**config.mk**
```make
export PLATFORM = sky130hd
export DESIGN_NAME = swq_award_stage
export DESIGN_NICKNAME = d
export VERILOG_FILES = /design/src/swq_pkg.sv /design/src/swq_award_stage.sv
export SDC_FILE = /design/constraint.sdc
export NUM_CORES = 1
export LEC_CHECK = 0
export ABC_AREA = 1
export ABC_CLOCK_PERIOD_IN_PS = 9500
export BUFFER_PORTS_ARGS = -buffer_cell sky130_fd_sc_hd__buf_2
export CELL_PAD_IN_SITES_DETAIL_PLACEMENT = 1
export CELL_PAD_IN_SITES_GLOBAL_PLACEMENT = 2
export CORE_ASPECT_RATIO = 2
export CORE_UTILIZATION = 29
export CTS_CLUSTER_DIAMETER = 150
export DETAILED_ROUTE_END_ITERATION = 7
export PLACE_DENSITY = 0.8
export REMOVE_ABC_BUFFERS = 1
export SKIP_CTS_REPAIR_TIMING = 1
export SYNTH_ARGS = -nofsm -noshare
export SYNTH_HDL_FRONTEND = slang
export SYNTH_SLANG_ARGS = --single-unit
```
**constraint.sdc**
```tcl
create_clock -name clk -period 9.5 [get_ports clk]
set_input_delay 1.9 -clock clk [delete_from_list [all_inputs] [get_ports clk]]
set_output_delay 1.9 -clock clk [all_outputs]
set_load 0.005 [all_outputs]
```
**src/swq_pkg.sv**
```systemverilog
// Shared types and constants for the skin weight byte quantizer.
`default_nettype none

package swq_pkg;

  localparam int SLOTS       = 4;
  localparam int WEIGHT_BITS = 24;
  localparam int SLOT_CNT_W  = 3;
  localparam int BYTE_W      = 8;
  localparam int FRAC_BITS   = 16;
  localparam int FULL_SCALE  = 255;
  localparam int EPS_Q16     = 66;

  // Quotient bits: 255 * 2^16 fits below 2^QB.
  localparam int QB       = BYTE_W + FRAC_BITS;
  localparam int SLOT_W   = $clog2(SLOTS) > 0 ? $clog2(SLOTS) : 1;
  localparam int SUM_W    = WEIGHT_BITS + SLOT_W;
  localparam int DIV_W    = SUM_W - 1;
  localparam int PROD_W   = WEIGHT_BITS + 7;
  localparam int REM_W    = FRAC_BITS + SLOT_W + 3;
  localparam int ASSIGN_W = BYTE_W + SLOT_W + 1;

  localparam logic [QB-1:0] Q_MAX = QB'(FULL_SCALE) << FRAC_BITS;

  typedef struct packed {
    logic signed [WEIGHT_BITS-1:0] weight_0;
    logic signed [WEIGHT_BITS-1:0] weight_1;
    logic signed [WEIGHT_BITS-1:0] weight_2;
    logic signed [WEIGHT_BITS-1:0] weight_3;
    logic [SLOT_CNT_W-1:0]         slot_count;
  } in_item_t;

  typedef struct packed {
    logic [BYTE_W-1:0] byte_0;
    logic [BYTE_W-1:0] byte_1;
    logic [BYTE_W-1:0] byte_2;
    logic [BYTE_W-1:0] byte_3;
  } out_item_t;

  // One divider stage: partial remainders, pending dividend bits, quotients.
  typedef struct packed {
    logic [SLOTS-1:0]             used;
    logic                         active;
    logic [DIV_W-1:0]             divisor;
    logic [SLOTS-1:0][DIV_W-1:0]  prem;
    logic [SLOTS-1:0][QB-1:0]     low;
    logic [SLOTS-1:0][QB-1:0]     quot;
    logic [SLOTS-1:0]             sat;
  } div_state_t;

  // One award stage: bytes, remainders and running total.
  typedef struct packed {
    logic [SLOTS-1:0]              used;
    logic [SLOTS-1:0][BYTE_W-1:0]  bytes;
    logic [SLOTS-1:0][REM_W-1:0]   rem;
    logic [ASSIGN_W-1:0]           assigned;
    logic                          done;
  } dist_state_t;

endpackage

`default_nettype wire

```
**src/swq_award_stage.sv**
```systemverilog
// One unit of the shortfall to the largest remainder, registered.
`default_nettype none

module swq_award_stage (
  input  wire logic                clk,
  input  wire logic                rst_n,
  input  wire logic                adv,
  input  wire logic                valid_in,
  input  wire swq_pkg::dist_state_t s_in,
  output logic                     valid_r,
  output swq_pkg::dist_state_t     s_r
);
  import swq_pkg::*;

  dist_state_t s_nxt;

  always_comb begin
    logic [SLOT_W-1:0] best;
    best  = '0;
    s_nxt = s_in;
    // Pick the largest remainder among used slots, lower slot on ties
    for (int k = 1; k < SLOTS; k++) begin
      if (s_in.used[k] && ($signed(s_in.rem[k]) > $signed(s_in.rem[best]))) begin
        best = SLOT_W'(k);
      end
    end
    // Award one unit, or stop when the chosen byte is full
    if (!s_in.done && (s_in.assigned < ASSIGN_W'(FULL_SCALE))) begin
      if (s_in.bytes[best] >= BYTE_W'(FULL_SCALE)) begin
        s_nxt.done = 1'b1;
      end else begin
        s_nxt.bytes[best] = s_in.bytes[best] + 1'b1;
        s_nxt.rem[best]   = s_in.rem[best] - (REM_W'(1) << FRAC_BITS);
        s_nxt.assigned    = s_in.assigned + 1'b1;
      end
    end
  end

  always_ff @(posedge clk) begin
    if (!rst_n) begin
      valid_r <= 1'b0;
    end else if (adv) begin
      valid_r <= valid_in;
    end
    if (adv) begin
      s_r <= s_nxt;
    end
  end

endmodule

`default_nettype wire

```
==> results.md <==
- Avg WL per Cell: 17.94 µm
- Worst setup SP type: input port
- Synth warn: 0
- Layout Skew: 0 ps
- Clock-pin slew of the registers on the worst-case setup and hold paths: ~60 ps
- Initial antenna violation count: 1
- Largest net degree at the start of global routing: between 70 and 80
- Detail Placement HPWL: 23640 µm
- Comb pwr share: 0.284
- Vias per std cell: roughly 4.6
- Ant. Diodes: 0
- Hold Fails Final Rpt: 0
- CTS tree: done
- Non-Filler Instances: 1568
- Net Sw Power: 0.0006060 W
- IR drop worst, VDD: between 0.1 and 0.15 mV
- Slowest stage cell, crit path: nand3_2
- Core box area: roughly 28000 µm²
- R2R Path End: valid_r$_SDFFE_PN0P_
- Post-DRT Antenna Nets: 0
- Synth Register Bits: between 100 and 150
- RSZ-0062 raised after global routing: true
- Commonest non-fill, non-tap cell in the layout: nand2_1
- CTS buffer count: 17
- Avg Synthesized Cell Area: about 8.4 µm²
- Skew-Pair Late Insertion Delay: around 440 ps
- Critical path class: input port to flop
- Worst Setup Slack post-DPL: between 8 and 9 ps
- Share of post-route cells with drive strength above 1: 0.2764
- Worst-margin pin slew: a little over 900 ps
- CP required: between 9000 and 10000 ps
- Leak pwr: ~5.2 nW
- Chip Width: between 100 and 150 µm
- Slowest stage delay, CP: approximately 450 ps
- Most frequent CP cell: nand2_1
- Tcrit/Tclk final: 0.9215
- GPL Wtd Cong: between 0.8 and 0.9
- Fin. max-slew vios: 0
- Drt drc: 0
- Total congestion overflow: 0
- Layout area overhead: 24.64%
- PortBufs: ~270
- Max FO, Critical Path: 34
- Clock share of power: 0.336
- CP arrival: between 8000 and 9000 ps
- First-pass GRT wire length: 41570 µm
- Placed Cells: around 1500
- Final min period: between 8000 and 9000 ps
- Commonest cells after routing, fill and taps aside: nand2_1, buf_2, edfxtp_1, inv_1, ha_1
- Min-Delay Endpoint: valid_r$_SDFFE_PN0P_
- Max-cap viol count: 0
- Root Buffer Master: clkbuf_16
- Final setup violation count: 0
- Hold path startpoint: valid_r$_SDFFE_PN0P_
- Sw Ratio: 0.3231
- Worst min-delay path class: flop to flop
- Max H-tree Level: 4
- GR Util All Layers: 0.1978
- Area of the mapped netlist: approximately 8300 µm²
- Router iterations before antenna repair: 4
- Worst hold slack: around 550 ps
- FMAX: around 0.11 GHz
- Power Density: approximately 180 nW/µm²
- Setup crit end kind: flop
- Final WS setup: between 700 and 800 ps
- Max Buffers Root-to-Sink: 2
- Reg2reg setup slack: approximately 9000 ps
- Final Net Count: 1401
- Die footprint: 29280 µm²
- Vias: between 7000 and 8000
- Hold path depth: 2
- Slew Limit Headroom: 0.3968
- Outcome: complete, no violations
- Share of power burned in registers: 0.380
- Reg2reg path depth: 2
- Synth unique cells: 37
- Cell Rows: between 80 and 90
- WL final: 28130 µm
- Cells after Synth: approximately 1000
- Reg2reg start: valid_r$_SDFFE_PN0P_
- CTS sink count: 133
- Vias in the first global route: around 7600
- I/O pins: about 270
- Initial core utilization: 0.2949
- Die Span Y: roughly 240 µm
- Sequential area share after synthesis: 0.4810
- Initial DRC count: 198
- Total internal power: 0.001269 W
==> worst max-delay path by stage <==
stage                     startpoint                 end  cells after the start
after floorplan             s_in[32]  s_r[100]$_DFFE_PP_                     44
after global placement      s_in[32]   s_r[96]$_DFFE_PP_                     44
after detailed placement    s_in[32]   s_r[73]$_DFFE_PP_                     47
after CTS                   s_in[32]   s_r[73]$_DFFE_PP_                     47
after global routing        s_in[32]   s_r[94]$_DFFE_PP_                     47
final                       s_in[30]  s_r[125]$_DFFE_PP_                     46
==> state kept, by name, summed over array words and instances (netlist names) <==
register / flops
valid_r: 1
s_r: 132
==> kinds of logic after synthesis <==
| group | Yosys count | share of synthesized area |
|---|---|---|
| adders and majority gates | 66 | 0.09971 |
| buffers and inverters | 222 | 0.1101 |
| xor gates and xnor gates | 8 | 0.008461 |
| and+or+nand+nor | 463 | 0.2390 |
| DFF | 133 | 0.4810 |
| AOI/OAI and AO/OA | 99 | 0.06164 |
==> power by group through the flow <==
| stage | Sequential (W) | Combinational, W | Clock [W] |
|---|---|---|---|
| 2_1_floorplan | 0.000732 | 0.000293 | 0 |
| 3_3_place_gp | 0.000724 | 0.000536 | 0 |
| 3_5_place_dp | 0.000726 | 0.000546 | 0 |
| 4_1_cts | 0.000714 | 0.000549 | 0.000648 |
| 5_1_grt | 0.000718 | 0.000606 | 0.000666 |
| 6_report | 0.000713 | 0.000532 | 0.000630 |
==> metal layers <==
metal,up-vias,GRT usage,wire [µm]
met5,-,0,0
met4,0,0.1040,1072
met3,54,0.03828,1001
met2,191,0.4227,17580
met1,3411,0.1580,8473
li1,3591,-,-
==> worst max-delay path, delay by kind of cell <==
family / cells / cell delay [ps]
buf+inv: 7 / 960
compound gates: 3 / 560
simple gates: 32 / 4270
fa+ha+maj: 4 / 1220
==> area by class of cell <==
class	instances	area, µm²
Fill cell	3429	17760
Clock inverter	4	47.55
Multi-Input combinational cell	636	3398
Clock buffer	28	506.7
Inverter	132	498.0
Tap cell	356	445.4
Sequential cell	133	3984
Timing Repair Buffer	279	1443
==> stage by stage <==
step	cell area [µm²]	util	total power, W	TNS (ps)
4_1_cts	10310	0.3673	0.001911	0
3_3_place_gp	9761	0.3475	0.001259	0
6_report	10320	0.3675	0.001875	0
5_1_grt	10320	0.3675	0.001990	-175.0
3_5_place_dp	9761	0.3475	0.001272	0
2_1_floorplan	7868	-	0.001026	0
==> synthesized netlist by cell type, drive strengths merged <==
master,number,area (µm²)
a31oi,1,6.260
clkbuf,73,274.0
a21oi,22,110.1
inv,132,498.0
buf,17,140.1
or2,2,12.52
edfxtp,132,3964
nor3b,1,7.510
a21o,2,15.01
nand2,335,1260
dfxtp,1,20.02
nand3,53,330.3
nand3b,6,48.80
ha,66,825.8
o22ai,1,6.260
a21boi,2,15.01
o21bai,1,7.510
xor2,3,26.28
nor2,51,221.5
xnor2,5,43.79
nor3,1,5.000
o21ai,70,350.3
nand4,14,93.84
Power figures use the tool's default switching activity.
