## src/swq_pkg.sv

```systemverilog
// Shared types and constants for the skin weight byte quantizer.
`default_nettype none

package swq_pkg;

  localparam int SLOTS       = 4;
  localparam int WEIGHT_BITS = 24;
  localparam int SLOT_CNT_W  = 3;
  localparam int BYTE_W      = 8;
  localparam int FRAC_BITS   = 16;
  localparam int FULL_SCALE  = 255;
  localparam int EPS_Q16     = 66;

  // Quotient bits: 255 * 2^16 fits below 2^QB.
  localparam int QB       = BYTE_W + FRAC_BITS;
  localparam int SLOT_W   = $clog2(SLOTS) > 0 ? $clog2(SLOTS) : 1;
  localparam int SUM_W    = WEIGHT_BITS + SLOT_W;
  localparam int DIV_W    = SUM_W - 1;
  localparam int PROD_W   = WEIGHT_BITS + 7;
  localparam int REM_W    = FRAC_BITS + SLOT_W + 3;
  localparam int ASSIGN_W = BYTE_W + SLOT_W + 1;

  localparam logic [QB-1:0] Q_MAX = QB'(FULL_SCALE) << FRAC_BITS;

  typedef struct packed {
    logic signed [WEIGHT_BITS-1:0] weight_0;
    logic signed [WEIGHT_BITS-1:0] weight_1;
    logic signed [WEIGHT_BITS-1:0] weight_2;
    logic signed [WEIGHT_BITS-1:0] weight_3;
    logic [SLOT_CNT_W-1:0]         slot_count;
  } in_item_t;

  typedef struct packed {
    logic [BYTE_W-1:0] byte_0;
    logic [BYTE_W-1:0] byte_1;
    logic [BYTE_W-1:0] byte_2;
    logic [BYTE_W-1:0] byte_3;
  } out_item_t;

  // One divider stage: partial remainders, pending dividend bits, quotients.
  typedef struct packed {
    logic [SLOTS-1:0]             used;
    logic                         active;
    logic [DIV_W-1:0]             divisor;
    logic [SLOTS-1:0][DIV_W-1:0]  prem;
    logic [SLOTS-1:0][QB-1:0]     low;
    logic [SLOTS-1:0][QB-1:0]     quot;
    logic [SLOTS-1:0]             sat;
  } div_state_t;

  // One award stage: bytes, remainders and running total.
  typedef struct packed {
    logic [SLOTS-1:0]              used;
    logic [SLOTS-1:0][BYTE_W-1:0]  bytes;
    logic [SLOTS-1:0][REM_W-1:0]   rem;
    logic [ASSIGN_W-1:0]           assigned;
    logic                          done;
  } dist_state_t;

endpackage

`default_nettype wire

```

## src/swq_div_stage.sv

```systemverilog
// One restoring division step for all slot lanes, registered.
`default_nettype none

module swq_div_stage (
  input  wire logic               clk,
  input  wire logic               rst_n,
  input  wire logic               adv,
  input  wire logic               valid_in,
  input  wire swq_pkg::div_state_t d_in,
  output logic                    valid_r,
  output swq_pkg::div_state_t     d_r
);
  import swq_pkg::*;

  div_state_t d_nxt;

  // Shift in one dividend bit per lane, subtract divisor when it fits
  always_comb begin
    logic [DIV_W:0] sh;
    logic           ge;
    d_nxt = d_in;
    for (int k = 0; k < SLOTS; k++) begin
      sh = {d_in.prem[k], d_in.low[k][QB-1]};
      ge = sh >= {1'b0, d_in.divisor};
      d_nxt.prem[k] = ge ? DIV_W'(sh - {1'b0, d_in.divisor}) : sh[DIV_W-1:0];
      d_nxt.low[k]  = d_in.low[k] << 1;
      d_nxt.quot[k] = {d_in.quot[k][QB-2:0], ge};
    end
  end

  always_ff @(posedge clk) begin
    if (!rst_n) begin
      valid_r <= 1'b0;
    end else if (adv) begin
      valid_r <= valid_in;
    end
    if (adv) begin
      d_r <= d_nxt;
    end
  end

endmodule

`default_nettype wire

```

## config.mk

```make
export PLATFORM = sky130hd
export DESIGN_NAME = swq_div_stage
export DESIGN_NICKNAME = d
export VERILOG_FILES = /design/src/swq_pkg.sv /design/src/swq_div_stage.sv
export SDC_FILE = /design/constraint.sdc
export NUM_CORES = 1
export LEC_CHECK = 0
export BUFFER_PORTS_ARGS = -buffer_cell sky130_fd_sc_hd__buf_4
export CORE_ASPECT_RATIO = 1.1
export CORE_MARGIN = 1
export CORE_UTILIZATION = 25
export CTS_BUF_LIST = sky130_fd_sc_hd__clkbuf_8 sky130_fd_sc_hd__clkbuf_16
export DETAILED_ROUTE_END_ITERATION = 12
export GPL_TIMING_DRIVEN = 0
export SYNTH_ARGS = -nofsm -noshare
export SYNTH_HDL_FRONTEND = slang
export SYNTH_SLANG_ARGS = --single-unit
export TNS_END_PERCENT = 1
```

## constraint.sdc

```tcl
create_clock -name clk -period 4.9 [get_ports clk]
set_input_delay 0.98 -clock clk [delete_from_list [all_inputs] [get_ports clk]]
set_output_delay 0.98 -clock clk [all_outputs]
set_load 0.1 [all_outputs]
```

==> impl_metrics.yaml, run 1 <==
status:
  outcome: "finished, final reports clean"
power_and_ir_drop:
  leakage_nw: 9.94
  p_per_area_mw_per_mm2: 439
  max-vdd-ir-drop_mv: 0.252
clock_network:
  cts_setup_buffers: 0
  clk_path_buf_depth: 3
  clock_sinks: 323
  cts_made_buffers: 40
  hold_buffers: 0
  ctsResizeCount: 0
  cts_tree: "yes"
  ctsRootBufferMaster: "clkbuf_16"
  clock_latency_ps: 550
  cts_max_level: 2
  path_clk_slew_ps: 60
setup_path:
  start_kind: "input pin"
  crit_path_cell_trace: "buf_4, inv_1, fa_1, a21oi_1, o21ai_0, a21o_1, a211oi_1, o221ai_2, buf_2, buf_2, a21oi_1"
  slowest_stage: "a211oi_1"
  worstSetupPathType: "in2reg"
  worst-path-buf-inv: 4
  crit_family: "compound AO/OA/AOI/OAI gates"
  cp_slowest_stage_delay_ps: 700
  cp_data_required_time_ps: 5240
  end_kind: "flop"
  cp.arrival_ps: 4560
  crit_path_max_fanout: 10
logic_synthesis:
  synth.most_common_cell: "edfxtp_1"
  synthCells: 1227
  ys_warn_count: 0
  synth_area_leaders: "edfxtp_1 (60%), ha_1 (7.8%), a21oi_1 (3.2%), mux2_2 (3.2%), xnor2_1 (2.7%)"
  ys_seq_elements: 323
  ys.flop_type: "edfxtp_1"
  synth_top_area_cell: "edfxtp_1"
  syn_area_per_cell_sq_um: 13.1
  synth_cell_type_count: 76
  synth-edff-count: 322
  synth-seq-area-share_pct: 60.3
  netlist_area_sq_mm: 0.0161
  synth_top_area_share_pct: 60.1
  async_flop_share_pct: 0
  netlist_top_cells_count: "edfxtp_1 (322), a21oi_1 (104), ha_1 (100)"
hold_path:
  holdCritPathClass: "reg2reg"
floorplanning:
  die_h_um: 268
  core-area_sq_mm: 0.0636
  start_util_pct: 25.3
  io_pins: 657
  die-area_sq_mm: 0.0653
  rows: 97
  die_w_um: 244
sta:
  hold_viol_final: 0
  timing.hold.ws_ps: 530
  rsz0062_at_grt: "false"
  max_freq_mhz: 237
  finClkSkew_ps: 0
  finalMaxSlewViolations: 0
  finalCriticalPeriod_ps: 4220
  setup_viol: 0
  fin_crit_sh_pct: 86.1
  tns_ps: 0
  worstMarginPinSlew_ps: 832
  relSlewSlack_pct: 44.2
final_layout:
  nets: 2357
  utilization_pct: 36.7
  area_delta_synth_final_pct: 45.2
  drive_gt1_share_pct: 40.5
  stdcell_area_sq_mm: 0.0233
detailed_routing:
  drc: 0
  wl_per_cell_um: 24.8
  drtIter0Drc: 807
  vias: 13066
  viasPerCell: 4.68
  ant_nets: 0
  firstDrtPassIters: 5
  wl_mm: 69.3
grt:
  grt_pass1_vias: 12990
  overflow: 0
  grt_max_degree: 98
  antenna_found_initial: 10
  grt_pass1_wl_mm: 94.3
  grtUsageTotal_pct: 20.2
job:
  maxCapViolCount: 0
placement:
  portBuffers: 648
  place_area_sq_mm: 0.0221
  place.gp.congestion: 0.916
  dp.final_hpwl_mm: 55.4
## metal layers
| metal | up-vias | GRT usage [%] | share of wire (%) |
|---|---|---|---|
| met5 | - | 0 | 0.12 |
| met4 | 14 | 7.30 | 3.7 |
| met3 | 106 | 4.66 | 6.4 |
| met2 | 505 | 36.2 | 51 |
| met1 | 6363 | 23.5 | 39 |
| li1 | 6078 | - | - |
## stage by stage
| stage | instances | power, mW | setup slack, ps |
|---|---|---|---|
| floorplan | 1230 | 6.36 | 1210 |
| global placement | 2719 | 7.44 | 28.8 |
| finish | 2794 | 10.3 | 683 |
| CTS | 2792 | 10.4 | 617 |
| global route | 2794 | 10.6 | 481 |
| detailed placement | 2722 | 7.44 | 31.7 |
## state kept, by name (all words and copies together) (netlist names)
name	count
valid_r	1
d_r	322
## path summary, 6_finish.rpt
kind                   from       end  slack [ps]  depth (start not counted)
hold / removal      valid_r   valid_r         530                          2
setup reg to reg    valid_r   valid_r        4310                          2
setup / recovery  d_in[297]  d_r[205]         680                         11
hold reg to reg     valid_r   valid_r         530                          2
## cell families after synthesis
group                      share of synthesized area (%)
adders and majority gates                           8.28
xor gates and xnor gates                            4.58
muxes                                               3.47
other                                             0.0233
buffers and inverters                               2.44
AOI/OAI and AO/OA                                   13.5
DFF                                                 60.3
and+or+nand+nor                                     7.46
## cells in the final DEF (no fill, tap or decap), types with 50 or more instances in the layout
cell type / n
buf_4: 654
edfxtp_1: 322
xnor2_1: 50
a21oi_1: 104
o21ai_0: 55
nand2_1: 74
inv_1: 54
nor2_1: 77
a21o_1: 52
ha_1: 100
## tightest hold or removal path: cells and delay by family (launching register included)
family	cells	cell delay [ps]
DFF	1	310
muxes	1	120
and+or+nand+nor	1	60
## power breakdown
group          switching, mW  internal, mW  leakage (nW)
sequential            0.0884          3.40          3.16
combinational           2.96         0.933          6.15
clock                   1.23          1.65         0.630
total                   4.28          5.98          9.94
## area by class of cell
| class | instances | area (sq um) |
|---|---|---|
| Antenna cell | 2 | 5.00 |
| Buffer | 38 | 215 |
| Clock buffer | 40 | 1000 |
| Clock inverter | 30 | 243 |
| Fill cell | 6255 | 40300 |
| Inverter | 47 | 176 |
| Multi-Input combinational cell | 822 | 6010 |
| Sequential cell | 323 | 9690 |
| Tap cell | 841 | 1050 |
| Timing Repair Buffer | 651 | 4950 |
Note: power is estimated with default switching activity, not from simulation.
==> run 2, diff against run 1 <==
--- a/config.mk
+++ b/config.mk
@@ -12,6 +12,7 @@
 export CTS_BUF_LIST = sky130_fd_sc_hd__clkbuf_8 sky130_fd_sc_hd__clkbuf_16
 export DETAILED_ROUTE_END_ITERATION = 12
 export GPL_TIMING_DRIVEN = 0
+export PLACE_DENSITY = 0.56
 export SYNTH_ARGS = -nofsm -noshare
 export SYNTH_HDL_FRONTEND = slang
 export SYNTH_SLANG_ARGS = --single-unit
==> run 2 against run 1 <==
Net effect:
- register-to-register slack lost 20 ps
- non-clock buffer count shrank 1
- die area is the same
- flip-flop and latch count did not move
- combinational power is essentially flat
- hold slack better by 14 ps
- sequential share of layout area fell by 0.098 points
- clock-buffer cell count unchanged
- via count is 0.46% lower
- first-iteration DRC count shrank 19%
- largest power group unchanged
==> impl_metrics.yaml, run 2 (synthesis gave the netlist of run 1 again) <==
status:
  outcome: "finished, final reports clean"
sta:
  rsz0062_at_grt: "false"
  max_freq_mhz: 247
  setup_viol: 0
  finalMaxSlewViolations: 0
  tns_ps: 0
  worstMarginPinSlew_ps: 823
  setup_ws_ps: 846
  finClkSkew_ps: 0
  hold_viol_final: 0
  relSlewSlack_pct: 45.2
  finalCriticalPeriod_ps: 4050
  fin_crit_sh_pct: 82.7
final_layout:
  area_delta_synth_final_pct: 45.5
  layout_commonest_cell: "buf_4"
  drive_gt1_share_pct: 40.8
  reg_top3: "d_r (322), valid_r (1)"
  largest_register_ffs: 322
  final_cell_mix: "buf_4 (654), edfxtp_1 (322), a21oi_1 (104)"
  regMostFlops: "d_r"
  nets: 2356
  fillers: 6263
  multiInputGateArea_sq_mm: 0.00601
  seqCellArea_sq_mm: 0.00969
setup_path:
  r2r-start: "valid_r"
  worstSetupPathType: "in2reg"
  cp.arrival_ps: 4430
  startpoint: "d_in[298]"
  worstReg2RegEnd: "valid_r"
  cp_data_required_time_ps: 5270
  start_kind: "input pin"
  end_kind: "flop"
  r2r_cells: 2
  regToRegSetupSlack_ps: 4290
  crit_path_max_fanout: 10
floorplanning:
  die-area_sq_mm: 0.0653
  die_h_um: 268
  die_w_um: 244
  start_util_pct: 25.3
  rows: 97
  core-area_sq_mm: 0.0636
  io_pins: 657
clock_network:
  cts_tree: "yes"
  clock_latency_ps: 570
  ctsResizeCount: 0
  clock_sinks: 323
  cts_setup_buffers: 0
  cts_made_buffers: 40
  cts_max_level: 2
  path_clk_slew_ps: 70
  hold_buffers: 0
  clk_path_buf_depth: 3
  ctsRootBufferMaster: "clkbuf_16"
placement:
  place.gp.congestion: 0.897
  dp.final_hpwl_mm: 54.9
  pre_cts_ws_ps: 205
  portBuffers: 648
detailed_routing:
  firstDrtPassIters: 6
  drc: 0
  wl_per_cell_um: 24.6
  ant_nets: 0
  wl_mm: 68.9
  drtIter0Drc: 654
  vias: 13006
  viasPerCell: 4.65
power_and_ir_drop:
  leakage_nw: 9.96
  p_per_area_mw_per_mm2: 444
  max-vdd-ir-drop_mv: 0.259
grt:
  grt_pass1_vias: 12862
  grtUsageTotal_pct: 20.1
  overflow: 0
  grt_pass1_wl_mm: 93.5
  grt_max_degree: 120
  antenna_found_initial: 12
hold_path:
  holdCritStartpoint: "valid_r"
  worstHoldEndpoint: "valid_r"
  hold_path_depth: 2
  holdCritPathClass: "reg2reg"
job:
  maxCapViolCount: 0
==> run 2: metrics by stage <==
step / power [mW] / instance area [sq um] / cells / util (%) / hold slack [ps]
detailed placement: 7.44 / 22100 / 2721 / 34.7 / 526
global placement: 7.44 / 22000 / 2719 / 34.6 / 503
finish: 10.4 / 23400 / 2797 / 36.8 / 543
floorplan: 6.36 / 16100 / 1230 / - / 981
CTS: 10.5 / 23400 / 2793 / 36.8 / 543
global route: 10.7 / 23400 / 2793 / 36.8 / 555
==> run 2: worst max-delay path by stage <==
| stage | endpoint | slack (ps) | cells past startpoint |
|---|---|---|---|
| after floorplan | d_r[237] | 1210 | 14 |
| after global placement | d_r[210] | 150 | 11 |
| after detailed placement | d_r[210] | 210 | 11 |
| after CTS | d_r[210] | 810 | 11 |
| after global routing | d_r[210] | 620 | 11 |
| final | d_r[210] | 850 | 11 |
==> run 2: report_power, final <==
group	internal [mW]	switching (mW)
clock	1.77	1.27
sequential	3.40	0.0886
combinational	0.930	2.95
total	6.10	4.30
==> run 2: layer usage <==
metal  up-vias  global-route usage [%]  share of wire, %
li1       6076                       -                 -
met1      6328                    22.5                38
met2       494                    36.9                52
met3        92                    5.72               7.0
met4        16                    5.78               2.6
met5         -                       0              0.14
==> run 2: layout make-up <==
| cell class | instances | area share (%) |
|---|---|---|
| Timing Repair Buffer | 650 | 21.1 |
| Clock buffer | 40 | 4.28 |
| Tap cell | 841 | 4.50 |
| Sequential cell | 323 | 41.4 |
| Antenna cell | 4 | 0.0428 |
| Clock inverter | 32 | 1.37 |
| Buffer | 38 | 0.920 |
| Multi-Input combinational cell | 822 | 25.7 |
| Inverter | 47 | 0.754 |
==> run 2: worst max-delay path, stage by stage <==
cell      delay (ps)
buf_4            110
inv_1            450
ha_1             410
a21oi_1          220
o21ai_0          160
a21o_1           270
a211oi_1         590
o221ai_2         360
buf_2            330
buf_2            260
a21oi_1          270
==> run 3, diff against run 2 <==
--- a/config.mk
+++ b/config.mk
@@ -12,7 +12,7 @@
 export CTS_BUF_LIST = sky130_fd_sc_hd__clkbuf_8 sky130_fd_sc_hd__clkbuf_16
 export DETAILED_ROUTE_END_ITERATION = 12
 export GPL_TIMING_DRIVEN = 0
-export PLACE_DENSITY = 0.56
+export PLACE_DENSITY = 0.58
 export SYNTH_ARGS = -nofsm -noshare
 export SYNTH_HDL_FRONTEND = slang
 export SYNTH_SLANG_ARGS = --single-unit
==> constraint.sdc (replaced) <==
create_clock -name clk -period 3.3 [get_ports clk]
set_input_delay 0.66 -clock clk [delete_from_list [all_inputs] [get_ports clk]]
set_output_delay 0.66 -clock clk [all_outputs]
set_load 0.1 [all_outputs]
==> run 3 against run 2 <==
Net effect:
- the run now ends with negative setup slack left
- core utilization increased by 0.24 points
- worst setup slack got worse by 850 ps
- critical path type unchanged
- final area increased by 0.66%
- clock power increased by 44%
- clock skew unchanged
- combinational power increased by 50%
- hold slack got worse by 280 ps
- via count increased by 1.2%
- final cell count about the same
==> impl_metrics.yaml, run 3 (synthesis gave the netlist of run 1 again) <==
clock_network:
  cts_made_buffers: 39
  clock_sinks: 323
  ctsRootBufferMaster: "clkbuf_16"
  clk_path_buf_depth: 3
  cts_tree: "yes"
  path_clk_slew_ps: 60
  hold_buffers: 0
  clock_latency_ps: 560
  cts_max_level: 2
detailed_routing:
  ant_nets: 0
  drc: 0
  vias: 13162
  firstDrtPassIters: 5
  wl_mm: 68.9
  drtIter0Drc: 661
  viasPerCell: 4.70
  wl_per_cell_um: 24.6
final_layout:
  fillers: 6190
  regMostFlops: "d_r"
  stdcell_area_sq_mm: 0.0236
  area_delta_synth_final_pct: 46.5
  drive_gt1_share_pct: 41.6
  layout_commonest_cell: "buf_4"
  final_cell_mix: "buf_4 (652), edfxtp_1 (322), a21oi_1 (104)"
  reg_top3: "d_r (322), valid_r (1)"
  multiInputGateArea_sq_mm: 0.00610
  largest_register_ffs: 322
  seqCellArea_sq_mm: 0.00969
  utilization_pct: 37.0
  nets: 2358
status:
  outcome: "finished with violations"
  violations: "negative setup slack"
grt:
  grt_pass1_wl_mm: 93.3
  grtUsageTotal_pct: 20.0
  antenna_found_initial: 9
  grt_pass1_vias: 12875
  overflow: 0
  grt_max_degree: 97
floorplanning:
  die_h_um: 268
  io_pins: 657
  rows: 97
  core-area_sq_mm: 0.0636
  start_util_pct: 25.3
  die-area_sq_mm: 0.0653
  die_w_um: 244
sta:
  rsz0062_at_grt: "true"
  setup_viol: 1
  finClkSkew_ps: 0
  worstMarginPinSlew_ps: 703
  hold_viol_final: 0
  timing.hold.ws_ps: 261
  tns_ps: -8.08
  max_freq_mhz: 302
  fin_crit_sh_pct: 100
  finalMaxSlewViolations: 0
  finalCriticalPeriod_ps: 3310
  setup_ws_ps: -8.08
  relSlewSlack_pct: 52.6
power_and_ir_drop:
  leakage_nw: 9.96
  p_per_area_mw_per_mm2: 652
  intPower_mw: 8.95
  seq_power_share_pct: 33.7
  switchingPower_mw: 6.41
  sw_frac_of_total_pct: 41.7
  p_comb_share_pct: 37.8
  max-vdd-ir-drop_mv: 0.461
  p_clk_share_pct: 28.5
placement:
  place.gp.congestion: 0.883
  pre_cts_ws_ps: -1020
  portBuffers: 648
  place_area_sq_mm: 0.0221
  dp.final_hpwl_mm: 55.1
setup_path:
  cp.arrival_ps: 3650
  slowest_stage: "ha_1"
  start_kind: "input pin"
  regToRegSetupSlack_ps: 2690
  r2r-start: "valid_r"
  crit_path_max_fanout: 10
  cp_slowest_stage_delay_ps: 500
  crit_path_cell_trace: "buf_4, clkinvlp_4, ha_1, a21oi_1, o21ai_0, a21o_1, a211oi_4, o221ai_2, buf_4, buf_2, a21oi_1"
  cp_data_required_time_ps: 3650
  r2r_cells: 2
  startpoint: "d_in[298]"
  worstReg2RegEnd: "valid_r"
  worstSetupPathType: "in2reg"
  end_kind: "flop"
hold_path:
  hold_path_depth: 1
  worstHoldEndpoint: "d_r[91]"
  holdCritPathClass: "in2reg"
  holdCritStartpoint: "d_in[90]"
job:
  maxCapViolCount: 0
[run 3: cell types whose count changed in the layout (fill, tap and decap cells not counted), moves of 4 or more]
| cell | previous run | this run |
|---|---|---|
| inv_1 | 51 | 44 |
| clkbuf_1 | 18 | 13 |
| clkbuf_2 | 1 | 6 |
| clkinv_1 | 4 | 9 |
| clkinvlp_4 | 5 | 10 |
| buf_6 | 5 | 9 |
[run 3: metal layers]
layer,vias up,part of all wire (%),global-route usage (%)
li1,6096,-,-
met1,6461,39,22.9
met2,521,53,36.8
met3,72,6.0,4.54
met4,12,2.6,6.03
met5,-,0.12,0
[run 3: final cells by class]
class	instances	area share (%)
Multi-Input combinational cell	822	25.9
Buffer	38	0.999
Timing Repair Buffer	653	21.2
Clock inverter	32	1.30
Inverter	47	0.845
Tap cell	841	4.47
Clock buffer	39	4.14
Sequential cell	323	41.1
Antenna cell	3	0.0319
[run 3: repair_timing]
| action | 4_1_cts | 5_1_grt |
|---|---|---|
| pin swaps | 1 | 0 |
| gates cloned | 0 | 0 |
| setup buffers | 2 | 0 |
| setup endpoints to repair | 81 | 59 |
| gates resized for setup | 11 | 21 |
| hold endpoints to repair | 0 | 0 |
[run 3: worst max-delay path, delay by kind of cell]
| kind | cells | cell delay (ps) |
|---|---|---|
| buf+inv | 4 | 910 |
| fa+ha+maj | 1 | 500 |
| compound gates | 6 | 1580 |
[run 3: power by group through the flow]
stage	registers, mW	logic (mW)	clock network [mW]
final	5.17	5.81	4.38
after global routing	5.21	6.03	4.64
after CTS	5.18	5.83	4.51
after detailed placement	5.25	5.79	0
after global placement	5.28	5.77	0
after floorplan	8.30	1.15	0
[run 3: how the worst max path moves through the flow]
stage / endpoint / cells past startpoint
after floorplan: d_r[237] / 14
after global placement: d_r[205] / 11
after detailed placement: d_r[205] / 11
after CTS: d_r[291] / 13
after global routing: d_r[272] / 12
final: d_r[205] / 11
[run 3: through the flow]
stage	std cells	power [mW]
after floorplan	1230	9.45
after global placement	2719	11.0
after detailed placement	2722	11.0
after CTS	2795	15.5
after global routing	2796	15.9
final	2798	15.4
